`src/sv/nsf_pkg.sv`:
```
// ----------------------------------------------------------------------------
// NMEA sentence framer package
// Shared types, character codes and sentence type tables for the framer.
// ----------------------------------------------------------------------------
package nsf_pkg;

  typedef enum logic [4:0] {
    PH_HUNT = 5'b00001,
    PH_ADDR = 5'b00010,
    PH_DATA = 5'b00100,
    PH_SUM1 = 5'b01000,
    PH_SUM2 = 5'b10000
  } nsf_phase_t;

  localparam logic [1:0] KIND_PAYLOAD  = 2'd0;
  localparam logic [1:0] KIND_ACCEPTED = 2'd1;
  localparam logic [1:0] KIND_MISMATCH = 2'd2;
  localparam logic [1:0] KIND_DROPPED  = 2'd3;

  localparam logic [7:0] CH_DOLLAR = 8'h24;
  localparam logic [7:0] CH_STAR   = 8'h2A;
  localparam logic [7:0] CH_COMMA  = 8'h2C;
  localparam logic [7:0] CH_CR     = 8'h0D;
  localparam logic [7:0] CH_NINE   = 8'h39;

  localparam int NUM_TYPES = 4;
  localparam int TYPE_LEN  = 5;

  localparam logic [2:0] TYPE_GPGGA = 3'd0;
  localparam logic [2:0] TYPE_GPGSA = 3'd1;
  localparam logic [2:0] TYPE_GPGSV = 3'd2;
  localparam logic [2:0] TYPE_GPRMC = 3'd3;
  localparam logic [2:0] TYPE_OTHER = 3'd4;

  typedef struct packed {
    logic       valid;
    logic       channel;
    logic [7:0] rx_byte;
  } nsf_item_t;

  typedef struct packed {
    logic       valid;
    logic [1:0] kind;
    logic       channel;
    logic [7:0] payload_byte;
    logic [8:0] payload_count;
    logic [2:0] sentence_type;
    logic [7:0] computed_sum;
  } nsf_result_t;

  // Character of a known address word at a given position.
  function automatic logic [7:0] type_char(input logic [1:0] t, input logic [2:0] k);
    logic [7:0] ch;
    ch = 8'h00;
    case (k)
      3'd0: ch = "G";
      3'd1: ch = "P";
      3'd2: begin
        if (t == TYPE_GPRMC[1:0]) ch = "R";
        else ch = "G";
      end
      3'd3: begin
        if (t == TYPE_GPGGA[1:0]) ch = "G";
        else if (t == TYPE_GPRMC[1:0]) ch = "M";
        else ch = "S";
      end
      3'd4: begin
        if (t == TYPE_GPGSV[1:0]) ch = "V";
        else if (t == TYPE_GPRMC[1:0]) ch = "C";
        else ch = "A";
      end
      default: ch = 8'h00;
    endcase
    return ch;
  endfunction

endpackage

```
`src/sv/nsf_in_reg.sv`:
```
// ----------------------------------------------------------------------------
// NMEA sentence framer input register
// Holds one accepted request until the framer core can process it.
// ----------------------------------------------------------------------------
module nsf_in_reg import nsf_pkg::*; (
  input  logic      clk,
  input  logic      rst_n,
  input  logic      in_valid,
  output logic      in_stall,
  input  logic      in_channel,
  input  logic [7:0] in_rx_byte,
  input  logic      advance,
  output nsf_item_t item
);

  logic       valid_r;
  logic       channel_r;
  logic [7:0] rx_byte_r;
  logic       load;

  assign load     = advance || !valid_r;
  assign in_stall = !load;

  always_ff @(posedge clk) begin
    if (!rst_n) begin
      valid_r <= 1'b0;
    end else if (load) begin
      valid_r <= in_valid;
    end
  end

  always_ff @(posedge clk) begin
    if (load && in_valid) begin
      channel_r <= in_channel;
      rx_byte_r <= in_rx_byte;
    end
  end

  assign item.valid   = valid_r;
  assign item.channel = channel_r;
  assign item.rx_byte = rx_byte_r;

endmodule

```
`src/sv/nsf_core.sv`:
```
// ----------------------------------------------------------------------------
// NMEA sentence framer core
// Per-channel framing state and the combinational step that updates it.
// ----------------------------------------------------------------------------
module nsf_core import nsf_pkg::*; #(
  parameter int MAX_ADDRESS_LEN = 8,
  parameter int MAX_PAYLOAD_LEN = 256
) (
  input  logic        clk,
  input  logic        rst_n,
  input  logic        advance,
  input  nsf_item_t   item,
  output nsf_result_t result
);

  localparam int AW = $clog2(MAX_ADDRESS_LEN);
  localparam int IW = $clog2(MAX_PAYLOAD_LEN + 1);

  nsf_phase_t           phase_r [2];
  logic [IW-1:0]        idx_r   [2];
  logic [7:0]           sum_r   [2];
  logic [3:0]           hi_r    [2];
  logic [AW-1:0]        alen_r  [2];
  logic [NUM_TYPES-1:0] match_r [2];

  nsf_phase_t           phase_cur, phase_nxt;
  logic [IW-1:0]        idx_cur, idx_nxt, idx_inc;
  logic [7:0]           sum_cur, sum_nxt;
  logic [3:0]           hi_cur, hi_nxt;
  logic [AW-1:0]        alen_cur, alen_nxt;
  logic [NUM_TYPES-1:0] match_cur, match_nxt, match_upd;
  logic [7:0]           c;
  logic [3:0]           nib;
  logic                 emit;
  logic [1:0]           kind;
  logic [7:0]           pbyte;
  logic [IW+8:0]        idx_ext;
  logic [2:0]           stype;
  logic                 write;

  assign c         = item.rx_byte;
  assign phase_cur = phase_r[item.channel];
  assign idx_cur   = idx_r[item.channel];
  assign sum_cur   = sum_r[item.channel];
  assign hi_cur    = hi_r[item.channel];
  assign alen_cur  = alen_r[item.channel];
  assign match_cur = match_r[item.channel];
  assign nib       = (c <= CH_NINE) ? c[3:0] : c[3:0] + 4'd9;
  assign idx_inc   = idx_cur + 1'b1;
  assign write     = advance && item.valid;

  always_comb begin
    for (int t = 0; t < NUM_TYPES; t++) begin
      match_upd[t] = match_cur[t] && (c == type_char(2'(t), alen_cur[2:0]));
    end
  end

  always_comb begin
    phase_nxt = phase_cur;
    idx_nxt   = idx_cur;
    sum_nxt   = sum_cur;
    hi_nxt    = hi_cur;
    alen_nxt  = alen_cur;
    match_nxt = match_cur;
    emit      = 1'b0;
    kind      = KIND_PAYLOAD;
    pbyte     = 8'h00;
    unique case (phase_cur)
      PH_HUNT: begin
        if (c == CH_DOLLAR) begin
          sum_nxt   = 8'h00;
          idx_nxt   = '0;
          alen_nxt  = '0;
          match_nxt = '1;
          phase_nxt = PH_ADDR;
        end
      end
      PH_ADDR: begin
        if (c == CH_COMMA) begin
          sum_nxt   = sum_cur ^ c;
          idx_nxt   = '0;
          phase_nxt = PH_DATA;
        end else if (c == CH_STAR) begin
          idx_nxt   = '0;
          phase_nxt = PH_SUM1;
        end else begin
          sum_nxt = sum_cur ^ c;
          if (alen_cur < AW'(TYPE_LEN)) begin
            match_nxt = match_upd;
          end
          if ((AW+1)'(alen_cur) + 1'b1 >= (AW+1)'(MAX_ADDRESS_LEN)) begin
            alen_nxt  = '0;
            idx_nxt   = '0;
            phase_nxt = PH_HUNT;
            emit      = 1'b1;
            kind      = KIND_DROPPED;
          end else begin
            alen_nxt = alen_cur + 1'b1;
          end
        end
      end
      PH_DATA: begin
        if (c == CH_STAR) begin
          phase_nxt = PH_SUM1;
        end else if (c == CH_CR) begin
          phase_nxt = PH_HUNT;
          emit      = 1'b1;
          kind      = KIND_ACCEPTED;
        end else begin
          sum_nxt = sum_cur ^ c;
          idx_nxt = idx_inc;
          emit    = 1'b1;
          if (idx_inc >= IW'(MAX_PAYLOAD_LEN)) begin
            phase_nxt = PH_HUNT;
            kind      = KIND_DROPPED;
          end else begin
            kind  = KIND_PAYLOAD;
            pbyte = c;
          end
        end
      end
      PH_SUM1: begin
        hi_nxt    = nib;
        phase_nxt = PH_SUM2;
      end
      PH_SUM2: begin
        phase_nxt = PH_HUNT;
        emit      = 1'b1;
        kind      = (sum_cur == {hi_cur, nib}) ? KIND_ACCEPTED : KIND_MISMATCH;
      end
      default: begin
        phase_nxt = PH_HUNT;
      end
    endcase
  end

  always_comb begin
    stype = TYPE_OTHER;
    if (alen_nxt == AW'(TYPE_LEN)) begin
      for (int t = NUM_TYPES - 1; t >= 0; t--) begin
        if (match_nxt[t]) stype = 3'(t);
      end
    end
  end

  assign idx_ext = (IW+9)'(idx_nxt);

  assign result.valid         = item.valid && emit;
  assign result.kind          = kind;
  assign result.channel       = item.channel;
  assign result.payload_byte  = pbyte;
  assign result.payload_count = idx_ext[8:0];
  assign result.sentence_type = stype;
  assign result.computed_sum  = sum_nxt;

  always_ff @(posedge clk) begin
    if (!rst_n) begin
      for (int i = 0; i < 2; i++) begin
        phase_r[i] <= PH_HUNT;
        idx_r[i]   <= '0;
        sum_r[i]   <= 8'h00;
        alen_r[i]  <= '0;
        match_r[i] <= '0;
      end
    end else if (write) begin
      phase_r[item.channel] <= phase_nxt;
      idx_r[item.channel]   <= idx_nxt;
      sum_r[item.channel]   <= sum_nxt;
      alen_r[item.channel]  <= alen_nxt;
      match_r[item.channel] <= match_nxt;
    end
  end

  always_ff @(posedge clk) begin
    if (write) begin
      hi_r[item.channel] <= hi_nxt;
    end
  end

endmodule

```
`src/sv/nmea_sentence_framer_unit.sv`:
```
// ----------------------------------------------------------------------------
// NMEA sentence framer
// Two-channel NMEA 0183 framer with XOR checksum check and sentence typing.
// ----------------------------------------------------------------------------
// A request is held in the input register and its result in the result register.
// Throughput: one request per cycle, on either channel, when not stalled by
// out_stall, set by the single registered pass through the framer core.
// Reset: synchronous, active low; both channels return to hunting for the
// start character and the input and result registers are emptied.
module nmea_sentence_framer_unit import nsf_pkg::*; #(
  parameter int MAX_ADDRESS_LEN = 8,
  parameter int MAX_PAYLOAD_LEN = 256
) (
  input  logic       clk,
  input  logic       rst_n,
  input  logic       in_valid,
  output logic       in_stall,
  input  logic       in_channel,
  input  logic [7:0] in_rx_byte,
  output logic       out_valid,
  input  logic       out_stall,
  output logic [1:0] out_kind,
  output logic       out_channel,
  output logic [7:0] out_payload_byte,
  output logic [8:0] out_payload_count,
  output logic [2:0] out_sentence_type,
  output logic [7:0] out_computed_sum
);

  nsf_item_t   item;
  nsf_result_t result;
  nsf_result_t out_r;
  logic        out_valid_r;
  logic        advance;

  assign advance = !out_valid_r || !out_stall;

  nsf_in_reg u_in_reg (
    .clk        (clk),
    .rst_n      (rst_n),
    .in_valid   (in_valid),
    .in_stall   (in_stall),
    .in_channel (in_channel),
    .in_rx_byte (in_rx_byte),
    .advance    (advance),
    .item       (item)
  );

  nsf_core #(
    .MAX_ADDRESS_LEN (MAX_ADDRESS_LEN),
    .MAX_PAYLOAD_LEN (MAX_PAYLOAD_LEN)
  ) u_core (
    .clk     (clk),
    .rst_n   (rst_n),
    .advance (advance),
    .item    (item),
    .result  (result)
  );

  always_ff @(posedge clk) begin
    if (!rst_n) begin
      out_valid_r <= 1'b0;
    end else if (advance) begin
      out_valid_r <= result.valid;
    end
  end

  always_ff @(posedge clk) begin
    if (advance && result.valid) begin
      out_r <= result;
    end
  end

  assign out_valid         = out_valid_r;
  assign out_kind          = out_r.kind;
  assign out_channel       = out_r.channel;
  assign out_payload_byte  = out_r.payload_byte;
  assign out_payload_count = out_r.payload_count;
  assign out_sentence_type = out_r.sentence_type;
  assign out_computed_sum  = out_r.computed_sum;

endmodule

```
`config.mk`:
```
export PLATFORM = sky130hd
export DESIGN_NAME = nmea_sentence_framer_unit
export DESIGN_NICKNAME = d
export VERILOG_FILES = /design/src/sv/nsf_pkg.sv /design/src/sv/nsf_in_reg.sv /design/src/sv/nsf_core.sv /design/src/sv/nmea_sentence_framer_unit.sv
export SDC_FILE = /design/constraint.sdc
export NUM_CORES = 1
export LEC_CHECK = 0
export BUFFER_PORTS_ARGS = -buffer_cell sky130_fd_sc_hd__buf_2
export CORE_MARGIN = 4
export CORE_UTILIZATION = 60
export CTS_CLUSTER_SIZE = 28
export DETAILED_ROUTE_END_ITERATION = 7
export GPL_TIMING_DRIVEN = 1
export PLACE_DENSITY_LB_ADDON = 0.2
export RECOVER_POWER = 100
export SYNTH_ARGS = -nofsm -noshare
export SYNTH_HDL_FRONTEND = slang
export SYNTH_HIERARCHICAL = 1
export SYNTH_SLANG_ARGS = --single-unit
export TNS_END_PERCENT = 100
```
`constraint.sdc`:
```
create_clock -name clk -period 4.25 [get_ports clk]
set_input_delay 0.425 -clock clk [delete_from_list [all_inputs] [get_ports clk]]
set_output_delay 0.425 -clock clk [all_outputs]
set_load 0.05 [all_outputs]
```
==> After elaboration in Yosys (flattened, before gate mapping) <==
Memories as Yosys holds them, arrays and structs flattened. A register that Yosys moved wholly into a read port is not among the register bits.
Cells that the tools add are included.
{ "classes": {"n_addsub": 4, "multipliers": 0, "n_div": 0, "n_lt_le_gt_ge": 4, "n_eq_ne": 19, "shifts": 0, "mux": 80, "bitwise": 3, "reduce_logical": 25} }
{ "op_table": {"columns": ["operator", "count"], "rows": [
  ["$mux 9", 7],
  ["$pmux 7 s4", 2],
  ["$mux 8", 6],
  ["$mux 5", 8],
  ["$pmux 7 s5", 1],
  ["$eq 8x7->1", 4],
  ["$mux 4", 7],
  ["$mux 3", 9],
  ["$pmux 9 s3", 1],
  ["$mux 1", 25],
  ["$eq 8x6->1 const B", 3],
  ["$pmux 8 s3", 1],
  ["$pmux 7 s3", 1],
  ["$pmux 5 s4", 1],
  ["$mux 2", 7],
  ["$add 9x1->9 const B", 1],
  ["$ge 9x9->1 const B", 1],
  ["$reduce_or 3->1", 3],
  ["$reduce_or 9->1", 1],
  ["$eq 8x4->1 const B", 1],
  ["$eq 8x8->1", 1],
  ["$le 8x6->1 const B", 1],
  ["$logic_and 1x1->1", 8],
  ["$pmux 4 s2", 1],
  ["25 further kinds", 34]
]} }
{ "word_totals": {"register_bits": 42, "latch_bits": 0, "ramBits": 66, "romBits": 0, "out_inout_bits": 33, "memories": 6} }
{ "mem_list": {"columns": ["name", "depth", "word_bits", "rd", "rd_clocked_by_memory_dff", "wr", "line", "source"], "rows": [
  ["u_core.idx_r", 2, 9, 1, 1, 2, "nsf_core.sv:20", "logic [IW-1:0] idx_r [2];"],
  ["u_core.sum_r", 2, 8, 1, 1, 2, "nsf_core.sv:21", "logic [7:0] sum_r [2];"],
  ["u_core.phase_r", 2, 5, 1, 1, 2, "nsf_core.sv:19", "nsf_phase_t phase_r [2];"],
  ["u_core.hi_r", 2, 4, 1, 1, 1, "nsf_core.sv:22", "logic [3:0] hi_r [2];"],
  ["u_core.match_r", 2, 4, 1, 1, 2, "nsf_core.sv:24", "logic [NUM_TYPES-1:0] match_r [2];"],
  ["u_core.alen_r", 2, 3, 1, 1, 2, "nsf_core.sv:23", "logic [AW-1:0] alen_r [2];"]
]} }

==> Logic depth before layout (Yosys ltp) <==
Gate-level depths: netlist (run 1).
{ "logic_depth": {"depth_word": 13, "mapped_depth": 14, "mapped_depth_nobuf": 11} }

==> Hierarchy <==
The synthesis (run 1) kept the hierarchy.
{ "by_module_without_submodules": {"columns": ["mod", "instances", "cells_each", "area_per_inst_um2"], "rows": [
  ["nsf_core", 1, 480, 4688.2],
  ["nmea_sentence_framer_unit", 1, 36, 972.2],
  ["nsf_in_reg", 1, 15, 332.8]
]} }

==> Worst setup path after synthesis (run 1) <==
No wires, ideal clock.
{ "synth_timing": {"path_type": "register to register", "start": "register u_in_reg.channel_r", "end": "memory u_core/alen_r[0][0] (netlist name), enable pin", "setup_ps": 455, "arrival_ps": 3238, "required_ps": 3795, "path_slack_ps": 557, "path_stages_with_launch": 7, "n_path_buf": 5, "period_less_slack_ps": 3693, "cell_sequence": "edfxtp_1 -> buf_4 -> buf_6 -> buf_6 -> buf_2 -> buf_2 -> o21ai_0"} }
{ "synth_rtl": {"columns": ["item", "line", "source"], "rows": [
  ["from (decl)", "nsf_in_reg.sv:17", "logic channel_r;"],
  ["from (signal assigned)", "nsf_in_reg.sv:34", "channel_r <= in_channel;"],
  ["to (decl)", "nsf_core.sv:23", null]
]} }

==> flow_summary.yaml, run 1 <==
cts:
  ctsHoldBuffers: 0
  cts_tree: "built"
  clockBufferDepth: 2
  postCtsSetupBuffers: 0
  cts.clk_slew.worst_paths_ns: 0.10
  numCtsBuffers: 9
  cts_sinks: 108
  cts_resized: 0
  root_buffer: "clkbuf_8"
  worstSkewPairLatency_ns: 0.37
  cts-htree-levels: 3
synth:
  yosysSeqAreaShare: 0.538
  synth_area_mm2: 0.00599
  yosysUniqueCellTypes: 74
  synth_ff_type: "edfxtp_1"
  synthCells: 531
  ys_ff_latch: 108
  synth_warnings: 6
  synth_nets: 555
  synth_edf_count: 106
  async_flop_share: 0
  synth_area_per_cell_um2: 11.3
detailed_routing:
  drt-pass1-iter-count: 5
  viasPerCell: 5.88
  drtIter0Drc: 306
  wire_per_inst_um: 19.4
  route.detailed.drc: 0
  finalWirelength_um: 13700
  vias: 4146
  ant_nets: 0
sta:
  totalNegativeSetupSlack_ns: 0
  finalMaxSlewViolations: 60
  skew_ns: 0.0199
  rsz0062_at_grt: "no"
  fmax_ghz: 0.266
  slew_headroom: -0.191
  setup-violations-final: 0
  tightest_slew_ns: 1.79
  finalCriticalPeriod_ns: 3.75
  hold_viol: 0
  fin_crit_sh: 0.883
layout:
  final_area_mm2: 0.00634
  syn_to_final_growth_pct: 5.85
  antennaDiodeCount: 0
  n_fill_cell: 841
  post-route-util: 0.652
  multiInputGateArea_mm2: 0.00240
  layout_common_cells: "edfxtp_1, nor2_1, clkbuf_1"
  regArea_mm2: 0.00322
  final_common_cell: "edfxtp_1"
  layout-drive-gt1-share: 0.0997
  fin_nets: 591
grt:
  met2_usage: 0.409
  grt_pass1_wl_um: 21800
  grt_pass1_vias: 4039
  grt_usage: 0.245
  antenna_found_initial: 0
  grt_busiest_layer: "met2"
  met1_usage: 0.334
  grt_util_met3: 0.0430
  grt_max_degree: 42
  grt.overflow.total: 0
pwr:
  ir_drop_uv: 198
  p_leak_uw: 0.00233
  power.density_mw_per_mm2: 323
setup_path:
  critPathRequiredTime_ns: 4.35
  crit_type: "reg -> reg"
  reg2reg_depth: 10
  critPathLaunchType: "register"
  r2r_slack_ns: 0.50
  critPathArrivalTime_ns: 3.85
  reg2reg_to: "u_core/sum_r[0][1]"
  crit_path_end_kind: "register"
  worstSetupEndpoint: "u_core/sum_r[0][1]"
  critPathMaxFanout: 10
  r2r_start: "u_in_reg/rx_byte_r[0]"
  critPathLaunch: "u_in_reg/rx_byte_r[0]"
die:
  dieArea_mm2: 0.0117
  die_h_um: 108
  start_util: 0.616
  ios: 46
  fp.coreArea_mm2: 0.00973
  die_width_um: 108
  row_count: 36
placed_design:
  placed_area_mm2: 0.00629
  io_buffers: 45
  dp_hpwl_um: 9820
  gp_congestion: 0.972
run_status:
  outcome: "finished with violations"
  violations: "capacitance limit, slew limit"
min_path:
  min_path_type: "in -> reg"
run:
  cap_violations: 2
where the power goes:
part / switching [uW] / total (uW) / leakage, uW / internal, uW
clock network: 352 / 571 / 0.0000825 / 219
logic: 162 / 250 / 0.00121 / 88.1
registers: 25.0 / 1230 / 0.00104 / 1210
through the flow:
step,total power [uW],hold WS [ns],cells,setup slack [ns]
final,2050,0.221,705,0.498
after floorplan,1440,0.524,531,0.557
after global routing,2130,0.198,705,0.283
after global placement,1500,0.547,689,0.964
after detailed placement,1510,0.542,689,0.844
after CTS,2070,0.203,705,0.844
sequential cells by signal, indices dropped and copies added, names as in the netlist, 3 cells and up:
name                count
out_computed_sum        8
out_payload_byte        8
out_payload_count       9
out_sentence_type       3
u_core/alen_r           6
u_core/hi_r             8
u_core/idx_r           18
u_core/match_r          8
u_core/phase_r         10
u_core/sum_r           16
u_in_reg/rx_byte_r      8
logic make-up after synthesis:
kind of cell	share of synthesized area
and+or+nand+nor	0.146
muxes	0.0754
xor gates and xnor gates	0.0351
adders and majority gates	0.0230
AOI/OAI and AO/OA	0.131
buffers and inverters	0.0522
DFF	0.538
worst max-delay path, cell delays in order (launching register included):
cell      delay (ns)
edfxtp_1        0.36
clkbuf_1        0.26
inv_1           0.30
ha_1            0.23
and4b_1         0.20
nand4_1         0.23
or3_1           0.60
a221oi_4        0.60
o21ai_2         0.09
o21ai_0         0.49
nor2_1          0.10
metal layers:
metal,routed length [um],vias to the layer above
met3,608,14
li1,-,1998
met5,0,-
met1,6090,2019
met4,140,0
met2,6850,115
worst min-delay path by stage:
stage | startpoint | to | slack [ns] | cells past startpoint
after detailed placement | out_valid | out_valid | 0.54 | 2
after floorplan | in_channel | u_in_reg/channel_r | 0.52 | 0
after CTS | in_rx_byte[7] | u_in_reg/rx_byte_r[7] | 0.20 | 1
after global routing | in_rx_byte[0] | u_in_reg/rx_byte_r[0] | 0.20 | 1
final | in_rx_byte[7] | u_in_reg/rx_byte_r[7] | 0.22 | 1
after global placement | out_valid | out_valid | 0.55 | 2
cell usage after synthesis, drive strengths merged (8+ instances only):
cell type  count  area [um^2]
edfxtp       106         3180
nor2          76          285
o21ai         40          260
inv           37          139
mux2i         34          369
a21oi         22          114
nand2         22         82.6
nor3          20          100
buf           17          133
xnor2         16          140
clkbuf        11         41.3
ha            11          138
nor2b         10         70.1
nand3          9         45.0
xor2           8         70.1
area by class of cell:
type | count | area share
clock buffers | 10 | 0.0201
repair buffers | 53 | 0.0385
flip-flops and latches | 108 | 0.508
inverters | 37 | 0.0219
clock inverters | 6 | 0.00750
well taps | 133 | 0.0262
multi-input cells | 358 | 0.378
Power figures use the tool's default switching activity.
==> inputs of run 2 (changes only) <==
==> constraint.sdc (replaced) <==
create_clock -name clk -period 4.25 [get_ports clk]
set_input_delay 0.425 -clock clk [delete_from_list [all_inputs] [get_ports clk]]
set_output_delay 0.425 -clock clk [all_outputs]
set_load 0.005 [all_outputs]
==> flow_summary.yaml, run 2 (synthesis results as in run 1) <==
placed_design:
  gp_congestion: 0.972
  dp_cells: 689
  dp_hpwl_um: 9820
  placed_area_mm2: 0.00629
  io_buffers: 45
pwr:
  switching_share: 0.263
  power.net_switching_uw: 539
  cell_internal_pwr_uw: 1510
  power_frac_comb: 0.122
  power.density_mw_per_mm2: 322
  clkPwrFrac: 0.278
  ir_drop_uv: 197
  p_leak_uw: 0.00237
  power_frac_seq: 0.600
cts:
  cts_resized: 0
  cts_tree: "built"
  root_buffer: "clkbuf_8"
  cts.clk_slew.worst_paths_ns: 0.10
  cts-htree-levels: 3
  ctsHoldBuffers: 0
  clockBufferDepth: 2
  worstSkewPairLatency_ns: 0.37
  cts_sinks: 108
  postCtsSetupBuffers: 0
  numCtsBuffers: 9
die:
  dieArea_mm2: 0.0117
  die_h_um: 108
  fp.coreArea_mm2: 0.00973
  die_width_um: 108
  start_util: 0.616
  ios: 46
  row_count: 36
setup_path:
  crit_path_top_delay_cell: "or3_1"
  critPathMaxFanout: 10
  critPathRequiredTime_ns: 4.35
  crit_path_end_kind: "register"
  critPathLaunchType: "register"
  path_cells: "clkbuf_1, inv_1, ha_1, and4b_1, nand4_1, or3_1, a221oi_4, o21ai_2, o21ai_0, nor2_1"
  critPathArrivalTime_ns: 3.85
  max_stage_delay_ns: 0.60
  crit_type: "reg -> reg"
layout:
  largestRegisters: "u_core/idx_r x18, u_core/sum_r x16, u_core/phase_r x10"
  largest_reg_flops: 18
  final_cells: 705
  n_fill_cell: 833
  regArea_mm2: 0.00322
  antennaDiodeCount: 0
  layout_common_cells: "edfxtp_1, nor2_1, inv_1"
  final_common_cell: "edfxtp_1"
  syn_to_final_growth_pct: 6.24
  layout-drive-gt1-share: 0.133
  fin_nets: 591
  final_area_mm2: 0.00637
  multiInputGateArea_mm2: 0.00240
  top_register: "u_core/idx_r"
grt:
  grt_usage: 0.245
  grt_pass1_wl_um: 21800
  grt.overflow.total: 0
  grt_max_degree: 42
  grt_pass1_vias: 4039
  antenna_found_initial: 0
sta:
  slew_headroom: -0.186
  tightest_slew_ns: 1.78
  skew_ns: 0.0190
  hold_viol: 0
  fmax_ghz: 0.266
  setup-violations-final: 0
  fin_crit_sh: 0.884
  rsz0062_at_grt: "no"
  totalNegativeSetupSlack_ns: 0
  finalCriticalPeriod_ns: 3.76
  finalMaxSlewViolations: 60
detailed_routing:
  drt-pass1-iter-count: 5
  route.detailed.drc: 0
  highest_layer: "met4"
  wl_met1_um: 6030
  ant_nets: 0
  finalWirelength_um: 13700
  viasPerCell: 5.92
  wire_per_inst_um: 19.4
  drtIter0Drc: 256
  met2RoutedLength_um: 6880
  dr_wl_met3_um: 616
  vias: 4172
run:
  cap_violations: 2
run_status:
  outcome: "finished with violations"
  violations: "capacitance limit, slew limit"
min_path:
  min_path_type: "in -> reg"
[run 2: changes by cell type in the layout (fill, tap and decap cells not counted), sizes merged]
cell / delta
buf: +19
clkbuf: -19
[run 2: final cells by class]
cell class | count | share of cell area
Multi-Input combinational cell | 358 | 0.376
Clock inverter | 6 | 0.00747
Inverter | 37 | 0.0218
Timing Repair Buffer | 53 | 0.0421
Clock buffer | 10 | 0.0200
Tap cell | 133 | 0.0261
Sequential cell | 108 | 0.506
[run 2: power by group through the flow]
stage	Clock, uW	Sequential, uW	Combinational, uW
floorplan	0	1240	199
global placement	0	1250	249
detailed placement	0	1250	255
CTS	580	1230	256
global route	625	1240	274
finish	570	1230	251
[run 2: path summary, 6_finish.rpt]
kind / startpoint / endpoint / slack (ns) / depth (start not counted)
worst min register to register: out_valid / out_valid / 0.55 / 2
worst max register to register: u_in_reg/rx_byte_r[0] / u_core/sum_r[0][1] / 0.49 / 10
worst min-delay path: in_rx_byte[7] / u_in_reg/rx_byte_r[7] / 0.22 / 1
worst max-delay path: u_in_reg/rx_byte_r[0] / u_core/sum_r[0][1] / 0.49 / 10
[run 2: critical path: cells and delay by family, from the launching register on]
kind            cells  cell delay, ns
compound gates      3            1.18
simple gates        4            1.13
fa+ha+maj           1            0.23
buf+inv             2            0.57
flops               1            0.36
[run 2: per-layer routing]
metal  track usage  up-vias
li1              -     2002
met1         0.334     2048
met2         0.409      104
met3        0.0430       18
met4        0.0685        0
met5             0        -
[run 2: metrics by stage]
| stage | hold slack (ns) | total power [uW] | util | setup WS [ns] |
|---|---|---|---|---|
| global route | 0.198 | 2130 | 0.654 | 0.283 |
| detailed placement | 0.542 | 1510 | 0.646 | 0.844 |
| global placement | 0.547 | 1500 | 0.646 | 0.964 |
| floorplan | 0.520 | 1440 | - | 0.557 |
| CTS | 0.203 | 2070 | 0.664 | 0.844 |
| finish | 0.221 | 2050 | 0.654 | 0.493 |
==> inputs of run 3 (changes only) <==
CORE_MARGIN = not set   (was 4)
PLACE_DENSITY = 0.89   (was not set)
PLACE_DENSITY_LB_ADDON = not set   (was 0.2)
==> flow_summary.yaml, run 3 (synthesis results as in run 1) <==
grt:
  grt.overflow.total: 0
  grt_pass1_wl_um: 21900
  grt_usage: 0.285
  grt_max_degree: 30
  antenna_found_initial: 0
  grt_pass1_vias: 4325
pwr:
  power.density_mw_per_mm2: 320
  ir_drop_uv: 184
  p_leak_uw: 0.00237
detailed_routing:
  wire_per_inst_um: 20.1
  vias: 4490
  drtIter0Drc: 427
  route.detailed.drc: 0
  finalWirelength_um: 14200
  ant_nets: 0
  viasPerCell: 6.36
  drt-pass1-iter-count: 5
run:
  cap_violations: 1
cts:
  cts-htree-levels: 3
  cts_sinks: 108
  cts_tree: "built"
  cts.clk_slew.worst_paths_ns: 0.09
  worstSkewPairLatency_ns: 0.37
  ctsHoldBuffers: 0
  cts_resized: 0
  clockBufferDepth: 2
  numCtsBuffers: 9
  postCtsSetupBuffers: 0
  root_buffer: "clkbuf_8"
min_path:
  min_path_type: "in -> reg"
  min_from: "in_rx_byte[7]"
sta:
  tightest_slew_ns: 1.51
  skew_ns: 0.00833
  hold_viol: 0
  fmax_ghz: 0.249
  finalMaxSlewViolations: 26
  finalCriticalPeriod_ns: 4.01
  fin_ws_ns: 0.237
  slew_headroom: -0.00541
  rsz0062_at_grt: "no"
  totalNegativeSetupSlack_ns: 0
  timing.hold.ws_ns: 0.229
  setup-violations-final: 0
  fin_crit_sh: 0.944
layout:
  final_common_cell: "edfxtp_1"
  syn_to_final_growth_pct: 5.45
  post-route-util: 0.650
  layout-drive-gt1-share: 0.124
  antennaDiodeCount: 0
  largestRegisters: "u_core/idx_r x18, u_core/sum_r x16, u_core/phase_r x10"
  n_fill_cell: 782
  largest_reg_flops: 18
  final_cells: 706
  layout_common_cells: "edfxtp_1, nor2_1, inv_1"
  fin_nets: 592
  top_register: "u_core/idx_r"
setup_path:
  critPathLaunch: "u_in_reg/channel_r"
  critPathRequiredTime_ns: 4.33
  critPathBufInv: 1
  crit_path_end_kind: "register"
  max_stage_delay_ns: 0.77
  crit_path_top_delay_cell: "a221oi_2"
  path_cells: "clkbuf_1, a21oi_1, or3_1, a221oi_2, o21ai_0, o21ai_2, nor2_1"
  crit_type: "reg -> reg"
  critPathLaunchType: "register"
  critPathArrivalTime_ns: 4.09
  r2r_start: "u_in_reg/channel_r"
  critPathMaxFanout: 14
  cp_top_family: "compound AO/OA/AOI/OAI gates"
placed_design:
  io_buffers: 45
  dp_cells: 690
  gp_congestion: 0.966
  pre_cts_ws_ns: 0.633
  dp_hpwl_um: 9730
die:
  ios: 46
  die_width_um: 102
  dieArea_mm2: 0.0104
  fp.coreArea_mm2: 0.00973
  die_h_um: 102
  start_util: 0.616
  row_count: 36
run_status:
  outcome: "finished with violations"
  violations: "capacitance limit, slew limit"
==> run 3: path summary, 6_finish.rpt <==
check                               end  slack [ns]  cells past startpoint
hold reg to reg               out_valid        0.58                      2
hold / removal    u_in_reg/rx_byte_r[7]        0.23                      1
setup / recovery     u_core/sum_r[1][3]        0.24                      7
setup reg to reg     u_core/sum_r[1][3]        0.24                      7
==> run 3: worst register-to-register path: cells and delay by family, from the launching register on <==
family	cells	cell delay (ns)
AO/OA/AOI/OAI	4	1.66
buffers and inverters	1	0.69
flip-flops	1	0.76
AND/OR/NAND/NOR	2	0.63
==> run 3: metrics by stage <==
| stage | total power [uW] | cell area, um^2 |
|---|---|---|
| 3_5_place_dp | 1510 | 6280 |
| 3_3_place_gp | 1490 | 6280 |
| 4_1_cts | 2030 | 6440 |
| 6_report | 2020 | 6320 |
| 2_1_floorplan | 1440 | 5990 |
| 5_1_grt | 2090 | 6320 |
==> run 3: power by group <==
group	total, uW	internal, uW	leakage (uW)	switching (uW)
logic	250	89.1	0.00125	161
clock network	538	208	0.0000829	330
registers	1240	1210	0.00104	29.5
==> run 3: area by class of cell <==
type / instances / area, um^2 / share of cell area
clock buffer: 10 / 128 / 0.0202
tap: 133 / 166 / 0.0263
inverter: 37 / 139 / 0.0220
sequential: 108 / 3220 / 0.510
timing repair buffer: 54 / 253 / 0.0400
clock inverter: 6 / 30.0 / 0.00475
multi-input combinational: 358 / 2380 / 0.377
==> run 3: per-layer routing <==
layer / wire length, um / part of all wire / vias up / track usage
met1: 5360 / 0.38 / 2144 / 0.361
li1: - / - / 2002 / -
met2: 6810 / 0.48 / 304 / 0.464
met4: 422 / 0.030 / 0 / 0.132
met3: 1580 / 0.11 / 40 / 0.0732
met5: 0 / 0 / - / 0
